`config.mk`:
```
export PLATFORM = sky130hd
export DESIGN_NAME = sensor_frame_receiver
export DESIGN_NICKNAME = d
export VERILOG_FILES = /design/src/hdl/sfr_pkg.sv /design/src/hdl/sfr_crc8.sv /design/src/hdl/sfr_hum_avg.sv /design/src/hdl/sensor_frame_receiver.sv
export SDC_FILE = /design/constraint.sdc
export NUM_CORES = 1
export LEC_CHECK = 0
export ABC_AREA = 1
export BUFFER_PORTS_ARGS = -buffer_cell sky130_fd_sc_hd__buf_2
export CORE_MARGIN = 4
export CORE_UTILIZATION = 50
export CTS_CLUSTER_SIZE = 25
export DETAILED_ROUTE_END_ITERATION = 10
export HOLD_SLACK_MARGIN = 0.02
export PLACE_DENSITY = 0.68
export SYNTH_ARGS = -nofsm -noshare
export SYNTH_HDL_FRONTEND = slang
export SYNTH_HIERARCHICAL = 1
export SYNTH_SLANG_ARGS = --single-unit
export TNS_END_PERCENT = 20
```
`constraint.sdc`:
```
create_clock -name clk -period 4 [get_ports clk]
set_input_delay 1.2 -clock clk [delete_from_list [all_inputs] [get_ports clk]]
set_output_delay 1.2 -clock clk [all_outputs]
set_load 0.01 [all_outputs]
```
`src/hdl/sfr_pkg.sv`:
```
`default_nettype none

package sfr_pkg;

  // link constants
  localparam logic [7:0] HEADER_BYTE   = 8'hAA;
  localparam logic [7:0] CRC_POLY      = 8'h8C;
  localparam logic [7:0] COIL_MASK     = 8'h03;
  localparam logic [7:0] COMP_MASK     = 8'h0C;
  localparam logic [7:0] HUMIDITY_MASK = 8'h7F;

  // top level sequencer
  typedef enum logic [1:0] {
    S_IDLE,
    S_CRC,
    S_AVG,
    S_OUT
  } sfr_state_t;

  // averaging unit sequencer
  typedef enum logic [1:0] {
    A_IDLE,
    A_SUM,
    A_DIV
  } sfr_avg_state_t;

  // request to the crc unit
  typedef struct packed {
    logic       start;
    logic       clear;
    logic [7:0] data;
  } sfr_crc_req_t;

  // request to the averaging unit
  typedef struct packed {
    logic       start;
    logic [6:0] sample;
  } sfr_avg_req_t;

  // status from the averaging unit
  typedef struct packed {
    logic busy;
  } sfr_avg_stat_t;

endpackage

`default_nettype wire

```
`src/hdl/sfr_crc8.sv`:
```
`default_nettype none

module sfr_crc8 (
  input  wire                  clk,
  input  wire                  rst_n,
  input  sfr_pkg::sfr_crc_req_t req,
  output logic [7:0]           crc,
  output logic                 busy
);
  import sfr_pkg::*;

  logic [7:0] crc_r;
  logic [2:0] bit_cnt_r;
  logic       busy_r;
  logic [7:0] seed;

  // a restart seeds from zero
  assign seed = req.clear ? 8'h00 : crc_r;

  // one bit of the reflected crc per cycle
  always_ff @(posedge clk) begin
    if (!rst_n) begin
      crc_r     <= 8'h00;
      bit_cnt_r <= 3'd0;
      busy_r    <= 1'b0;
    end else if (req.start) begin
      crc_r     <= seed ^ req.data;
      bit_cnt_r <= 3'd0;
      busy_r    <= 1'b1;
    end else if (busy_r) begin
      crc_r     <= crc_r[0] ? ((crc_r >> 1) ^ CRC_POLY) : (crc_r >> 1);
      bit_cnt_r <= bit_cnt_r + 3'd1;
      if (bit_cnt_r == 3'd7) begin
        busy_r <= 1'b0;
      end
    end
  end

  assign crc  = crc_r;
  assign busy = busy_r;

endmodule

`default_nettype wire

```
`src/hdl/sfr_hum_avg.sv`:
```
`default_nettype none

module sfr_hum_avg #(
  parameter int AVERAGE_DEPTH = 5
) (
  input  wire                   clk,
  input  wire                   rst_n,
  input  sfr_pkg::sfr_avg_req_t  req,
  output sfr_pkg::sfr_avg_stat_t stat,
  output logic [6:0]            avg
);
  import sfr_pkg::*;

  localparam int IDX_W = (AVERAGE_DEPTH > 1) ? $clog2(AVERAGE_DEPTH) : 1;
  localparam int CNT_W = $clog2(AVERAGE_DEPTH + 1);
  localparam int SUM_W = $clog2(127 * AVERAGE_DEPTH + 1);
  localparam int DC_W  = (SUM_W > 1) ? $clog2(SUM_W) : 1;

  sfr_avg_state_t state_r, state_nxt;

  logic [6:0]       hist_r [AVERAGE_DEPTH];
  logic [IDX_W-1:0] idx_r;
  logic             full_r;
  logic [CNT_W-1:0] n_r;
  logic [IDX_W-1:0] k_r;
  logic [SUM_W-1:0] sum_r, sum_nxt;
  logic [SUM_W-1:0] dq_r;
  logic [CNT_W-1:0] rem_r;
  logic [DC_W-1:0]  dcnt_r;
  logic             idx_wrap;
  logic             sum_last;
  logic [CNT_W:0]   trial;
  logic             ge;

  assign idx_wrap = (idx_r == IDX_W'(AVERAGE_DEPTH - 1));
  assign sum_nxt  = sum_r + SUM_W'(hist_r[k_r]);
  assign sum_last = (CNT_W'(k_r) == (n_r - CNT_W'(1)));
  assign trial    = {rem_r, dq_r[SUM_W-1]};
  assign ge       = (trial >= {1'b0, n_r});

  // next state
  always_comb begin
    state_nxt = state_r;
    unique case (state_r)
      A_IDLE:  if (req.start) state_nxt = A_SUM;
      A_SUM:   if (sum_last) state_nxt = A_DIV;
      A_DIV:   if (dcnt_r == '0) state_nxt = A_IDLE;
      default: state_nxt = A_IDLE;
    endcase
  end

  // outputs
  always_comb begin
    stat.busy = (state_r != A_IDLE);
  end

  always_ff @(posedge clk) begin
    if (!rst_n) begin
      state_r <= A_IDLE;
      idx_r   <= '0;
      full_r  <= 1'b0;
    end else begin
      state_r <= state_nxt;
      // history pointer and full flag
      if (state_r == A_IDLE && req.start) begin
        if (idx_wrap) begin
          idx_r  <= '0;
          full_r <= 1'b1;
        end else begin
          idx_r <= idx_r + IDX_W'(1);
        end
      end
    end
  end

  // history write, serial sum and restoring divide
  always_ff @(posedge clk) begin
    case (state_r)
      A_IDLE: begin
        if (req.start) begin
          hist_r[idx_r] <= req.sample;
          if (full_r || idx_wrap) begin
            n_r <= CNT_W'(AVERAGE_DEPTH);
          end else begin
            n_r <= CNT_W'(idx_r) + CNT_W'(1);
          end
          k_r   <= '0;
          sum_r <= '0;
        end
      end
      A_SUM: begin
        sum_r <= sum_nxt;
        k_r   <= k_r + IDX_W'(1);
        if (sum_last) begin
          dq_r   <= sum_nxt;
          rem_r  <= '0;
          dcnt_r <= DC_W'(SUM_W - 1);
        end
      end
      A_DIV: begin
        dq_r   <= {dq_r[SUM_W-2:0], ge};
        rem_r  <= ge ? CNT_W'(trial - {1'b0, n_r}) : trial[CNT_W-1:0];
        dcnt_r <= dcnt_r - DC_W'(1);
      end
      default: begin
      end
    endcase
  end

  assign avg = dq_r[6:0];

endmodule

`default_nettype wire

```
`src/hdl/sensor_frame_receiver.sv`:
```
// a byte that is not the last of a frame holds in_stall while the bit-serial crc runs; a good
// last byte holds it through the serial sum over the held samples (AVERAGE_DEPTH at most), the
// restoring divide (10 quotient bits at default depth) and then the sequencer's S_OUT state
// the block takes no new byte until it is through with the last; one result per frame; a new
// result that finds the previous one still stalled waits in the sequencer and holds in_stall
// reset: rst_n synchronous active low, clears frame, crc, history pointer and output valid
`default_nettype none

module sensor_frame_receiver #(
  parameter int FRAME_BYTES   = 9,
  parameter int AVERAGE_DEPTH = 5
) (
  input  wire         clk,
  input  wire         rst_n,
  input  wire         in_valid,
  output logic        in_stall,
  input  wire  [7:0]  in_rx_byte,
  input  wire         in_frame_start,
  output logic        out_valid,
  input  wire         out_stall,
  output logic        out_water_full_open,
  output logic        out_sleep_request,
  output logic        out_pan_motor_fault,
  output logic [8:0]  out_coil_reading,
  output logic [9:0]  out_compressor_reading,
  output logic [15:0] out_room_sensor_word,
  output logic [6:0]  out_humidity_avg,
  output logic        out_sensor_fault
);
  import sfr_pkg::*;

  localparam int CNT_W = $clog2(FRAME_BYTES);

  sfr_state_t state_r, state_nxt;

  logic             active_r;
  logic [CNT_W-1:0] pos_r;
  logic             header_ok_r;
  logic [7:0]       store_r [7];
  logic             out_valid_r;
  logic [2:0]       out_status_r;
  logic [8:0]       out_coil_r;
  logic [9:0]       out_comp_r;
  logic [15:0]      out_room_r;
  logic [6:0]       out_hum_r;
  logic             out_fault_r;

  logic             in_acc;
  logic             frame_go;
  logic [CNT_W-1:0] pos_eff;
  logic             last_byte;
  logic             frame_good;
  logic             out_free;
  logic             out_load;
  logic [7:0]       crc;
  logic             crc_busy;
  sfr_crc_req_t     crc_req;
  sfr_avg_req_t     avg_req;
  sfr_avg_stat_t    avg_stat;
  logic [6:0]       avg_val;

  // transaction decode
  assign in_acc     = in_valid && !in_stall;
  assign frame_go   = in_acc && (in_frame_start || active_r);
  assign pos_eff    = in_frame_start ? '0 : pos_r;
  assign last_byte  = (pos_eff == CNT_W'(FRAME_BYTES - 1));
  assign frame_good = !in_frame_start && header_ok_r && (in_rx_byte == crc);
  assign out_free   = !out_valid_r || !out_stall;

  // next state
  always_comb begin
    state_nxt = state_r;
    unique case (state_r)
      S_IDLE: begin
        if (frame_go) begin
          if (!last_byte) begin
            state_nxt = S_CRC;
          end else if (frame_good) begin
            state_nxt = S_AVG;
          end
        end
      end
      S_CRC:   if (!crc_busy) state_nxt = S_IDLE;
      S_AVG:   if (!avg_stat.busy) state_nxt = S_OUT;
      S_OUT:   if (out_free) state_nxt = S_IDLE;
      default: state_nxt = S_IDLE;
    endcase
  end

  // sequencer outputs
  always_comb begin
    in_stall       = (state_r != S_IDLE);
    crc_req.start  = (state_r == S_IDLE) && frame_go && !last_byte;
    crc_req.clear  = in_frame_start;
    crc_req.data   = in_rx_byte;
    avg_req.start  = (state_r == S_IDLE) && frame_go && last_byte && frame_good;
    avg_req.sample = store_r[6][6:0] & HUMIDITY_MASK[6:0];
    out_load       = (state_r == S_OUT) && out_free;
  end

  // frame tracking
  always_ff @(posedge clk) begin
    if (!rst_n) begin
      state_r     <= S_IDLE;
      active_r    <= 1'b0;
      pos_r       <= '0;
      header_ok_r <= 1'b0;
      out_valid_r <= 1'b0;
    end else begin
      state_r <= state_nxt;
      if (frame_go) begin
        if (!last_byte) begin
          active_r <= 1'b1;
          pos_r    <= pos_eff + CNT_W'(1);
          if (pos_eff == '0) begin
            header_ok_r <= (in_rx_byte == HEADER_BYTE);
          end
        end else begin
          active_r <= 1'b0;
          pos_r    <= '0;
        end
      end
      if (out_load) begin
        out_valid_r <= 1'b1;
      end else if (!out_stall) begin
        out_valid_r <= 1'b0;
      end
    end
  end

  // payload bytes one through seven
  always_ff @(posedge clk) begin
    if (frame_go && !last_byte && pos_eff != '0 && pos_eff <= CNT_W'(7)) begin
      store_r[3'(pos_eff - CNT_W'(1))] <= in_rx_byte;
    end
  end

  // output register
  always_ff @(posedge clk) begin
    if (out_load) begin
      out_status_r <= store_r[0][2:0];
      out_coil_r   <= {store_r[1][1:0] & COIL_MASK[1:0], store_r[2][7:1]};
      out_comp_r   <= {store_r[1][3:2] & COMP_MASK[3:2], store_r[3]};
      out_room_r   <= {store_r[4], store_r[5]};
      out_hum_r    <= avg_val;
      out_fault_r  <= store_r[6][7];
    end
  end

  sfr_crc8 u_crc (
    .clk  (clk),
    .rst_n(rst_n),
    .req  (crc_req),
    .crc  (crc),
    .busy (crc_busy)
  );

  sfr_hum_avg #(
    .AVERAGE_DEPTH(AVERAGE_DEPTH)
  ) u_avg (
    .clk  (clk),
    .rst_n(rst_n),
    .req  (avg_req),
    .stat (avg_stat),
    .avg  (avg_val)
  );

  assign out_valid              = out_valid_r;
  assign out_water_full_open    = out_status_r[0];
  assign out_sleep_request      = out_status_r[1];
  assign out_pan_motor_fault    = out_status_r[2];
  assign out_coil_reading       = out_coil_r;
  assign out_compressor_reading = out_comp_r;
  assign out_room_sensor_word   = out_room_r;
  assign out_humidity_avg       = out_hum_r;
  assign out_sensor_fault       = out_fault_r;

endmodule

`default_nettype wire

```
==> impl_metrics.yaml <==
cells_and_area:
  nets: 805
  layout-drive-gt1-share_pct: 20.03
  area_delta_synth_final_pct: 14.15
  nFillCells: 1276
  antenna_cells: 0
logic_synthesis:
  synth_xor_xnor_area_share_pct: 1.647
  synth_fa_ha_area_share_pct: 3.449
  ys_seq_elements: 190
  muxShareOfSynthArea_pct: 0
  synthesis.area_sq_mm: 0.008054
  syn_area_per_cell_sq_um: 11.51
  synth-warning-count: 6
  synth_top_family_by_area: "simple AND/OR/NAND/NOR gates"
  synth_compound_area_share_pct: 6.509
  synth_nets: 734
  ys_seq_area_share_pct: 67.11
  syn_inst: 700
  ys_types: 46
  synth-simple-area-share_pct: 15.68
global_routing:
  grt_pass1_wl_mm: 25.03
  grt_pass1_vias: 4951
  antenna_found_initial: 0
  gr-total-overflow: 0
  track_usage_pct: 17.77
  grt_start_max_net_pins: 47
power:
  swShare_pct: 26.24
  p_int_mw: 3.285
  power_frac_seq_pct: 51.8
  pwr-share-clk_pct: 38.1
  combPwrFrac_pct: 10.1
  p_sw_mw: 1.169
  p_leak_nw: 3.539
  power_density_mw_per_mm2: 484.5
  ir_worst_vdd_v: 0.0003305
sta:
  fin_crit_ns: 3.199
  worst_slack_ns: 0.8011
  fmax_mhz: 312.6
  fin_skew_ns: 0.01431
  finalCritPeriodShare_pct: 79.97
  tns_ns: 0
  worst_pin_slew_ns: 0.7993
  finalSetupViolCount: 0
  rsz0062_at_grt: "no"
  hold_viol: 0
  maxSlewViolCount: 0
  slew-limit-headroom_pct: 46.65
drt:
  wl_per_cell_microns: 15.35
  vias_per_cell: 5.111
  drtIter0Drc: 361
  wirelength_mm: 15.35
  num_vias: 5111
  drc_errors: 0
  firstDrtPassIters: 4
  drtAntennaViolNets: 0
place:
  hpwlAfterDp_mm: 11.11
  dp_slack_ns: 0.3563
  routabilityCongestion: 0.8615
  port_buffers: 60
worst_setup_path:
  cp-end-kind: "flip-flop"
  cp-start-kind: "primary input"
  regToRegSetupSlack_ns: 1.15
  r2r_end: "u_avg/dq_r[6]"
  crit_end: "u_avg/sum_r[9]"
  arrival_ns: 3.26
  r2r_cells: 13
  critPathRequiredTime_ns: 4.06
  critical_path_class: "in -> reg"
  worstSetupStartpoint: "in_frame_start"
  worstPathMaxFanout: 14
floorplanning:
  fp-row-count: 46
  die_h_microns: 134.9
  fp.coreArea_sq_mm: 0.01583
  ioPinCount: 61
  fp.dieArea_sq_mm: 0.01820
  die_w_microns: 134.9
  initial_core_util_pct: 50.89
clock_tree:
  cts.clk_slew.worst_paths_ns: 0.07
  ctsHoldBuffers: 0
  clockRootBuffer: "clkbuf_16"
  clockBufferDepth: 2
  cts_made_buffers: 17
  clk_latency_ns: 0.43
  post_cts_resized: 0
  htree_num_levels: 4
  clock-sinks: 190
  cts_tree: "built"
  post_cts_buffers: 0
flow_run:
  max-cap-violations: 0
hold_path:
  min_from: "store_r[4][7]"
  hold_path_class: "reg -> reg"
run_status:
  status: "finished, final reports clean"
## kinds of logic after synthesis
family                   after synthesis
AND/OR/NAND/NOR                      282
flip-flops                           190
XOR/XNOR                              13
buffers and inverters                100
AO/OA/AOI/OAI                         94
adder cells (fa/ha/maj)               21
## through the flow
stage | utilization, % | total power, mW | cells | hold slack (ns) | cell area (sq um)
2_1_floorplan | - | 2.664 | 700 | 0.4003 | 8054
3_3_place_gp | 54.17 | 2.783 | 968 | 0.4016 | 8574
3_5_place_dp | 54.17 | 2.803 | 968 | 0.4045 | 8574
4_1_cts | 58.09 | 4.487 | 1000 | 0.4217 | 9194
5_1_grt | 58.09 | 4.653 | 1000 | 0.4264 | 9194
6_report | 58.09 | 4.454 | 1000 | 0.4200 | 9194
## layout make-up
cell class | count | area, sq um | area share, %
Timing Repair Buffer | 71 | 382.9 | 4.164
Multi-Input combinational cell | 410 | 2205 | 23.98
Clock inverter | 15 | 193.9 | 2.109
Tap cell | 216 | 270.3 | 2.940
Sequential cell | 190 | 5405 | 58.79
Clock buffer | 17 | 425.4 | 4.627
Inverter | 81 | 311.5 | 3.389
## power by group through the flow
stage / registers [mW] / logic (mW) / clock network [mW]
after floorplan: 2.36 / 0.309 / 0
after global placement: 2.35 / 0.433 / 0
after detailed placement: 2.35 / 0.451 / 0
after CTS: 2.31 / 0.452 / 1.73
after global routing: 2.32 / 0.502 / 1.83
final: 2.31 / 0.449 / 1.70
## critical path: stages
cell	delay, ns
buf_2	0.19
inv_2	0.09
nand2_1	0.14
ha_1	0.18
inv_1	0.09
nor3_4	0.30
inv_2	0.06
nor4_1	0.30
nand3_1	0.14
inv_1	0.11
nor2_2	0.06
inv_1	0.39
## state kept, by name, indices dropped and copies added (netlist names), 3 cells and up, named ones only
| name | flops |
|---|---|
| u_avg/k_r | 3 |
| u_crc/bit_cnt_r | 3 |
| u_avg/dq_r | 10 |
| out_compressor_reading | 10 |
| u_avg/sum_r | 10 |
| u_avg/rem_r | 3 |
| pos_r | 4 |
| out_coil_reading | 9 |
| u_crc/crc | 8 |
| u_avg/hist_r | 35 |
| u_avg/dcnt_r | 4 |
| out_humidity_avg | 7 |
| out_room_sensor_word | 16 |
| u_avg/idx_r | 3 |
| store_r | 46 |
| u_avg/n_r | 3 |
## placed cells by master (no fill, tap or decap), types with 2 or more instances in the layout
master,count
clkinv_8,5
edfxtp_1,160
o21ai_1,11
o21ai_2,3
or2_2,2
dfxtp_1,30
nor2_2,8
nand3_1,29
inv_2,15
buf_2,60
fa_1,2
nor2_1,83
nand2_2,4
nand3_2,5
inv_1,62
a31oi_1,6
nor3_2,2
clkinvlp_4,3
xnor2_1,8
buf_4,11
nor3_1,8
clkbuf_16,17
inv_6,3
o21ai_0,30
inv_8,3
inv_4,3
nor2_4,5
o21bai_1,2
a21oi_1,35
nand2_1,125
nand3b_1,2
xor2_1,4
ha_1,19
nor4_1,4
## worst min path at each step
| stage | cells after the start | end | slack [ns] |
|---|---|---|---|
| floorplan | 0 | out_coil_reading[0] | 0.40 |
| global placement | 0 | out_coil_reading[4] | 0.40 |
| detailed placement | 0 | out_coil_reading[8] | 0.40 |
| CTS | 0 | out_room_sensor_word[15] | 0.42 |
| global route | 0 | out_coil_reading[8] | 0.43 |
| finish | 0 | out_room_sensor_word[15] | 0.42 |
## routing by layer
metal / GRT usage [%] / up-vias / part of all wire (%)
li1: - / 2514 / -
met1: 23.41 / 2440 / 44
met2: 29.13 / 134 / 50
met3: 4.471 / 23 / 4.3
met4: 5.713 / 0 / 1.7
met5: 0 / - / 0
## cell usage after synthesis, drive strengths merged
| master | n | area [sq um] |
|---|---|---|
| o21a | 1 | 7.510 |
| buf | 16 | 127.6 |
| xor2 | 4 | 35.03 |
| or2 | 3 | 21.27 |
| o21bai | 3 | 33.78 |
| fa | 2 | 40.04 |
| o21ai | 44 | 231.5 |
| nand3b | 2 | 15.01 |
| inv | 80 | 307.8 |
| nor3b | 1 | 7.510 |
| dfxtp | 30 | 600.6 |
| a21oi | 36 | 183.9 |
| nand3 | 34 | 195.2 |
| clkinv | 1 | 3.750 |
| nor3 | 11 | 76.33 |
| a21o | 2 | 16.27 |
| nand4 | 1 | 6.260 |
| nor4 | 4 | 25.02 |
| o22ai | 1 | 6.260 |
| xnor2 | 9 | 97.60 |
| nand2 | 130 | 505.5 |
| a211oi | 1 | 7.510 |
| clkbuf | 3 | 12.51 |
| a31oi | 6 | 37.54 |
| nor2 | 96 | 410.4 |
| edfxtp | 160 | 4805 |
| ha | 19 | 237.7 |
Power figures use the tool's default switching activity.
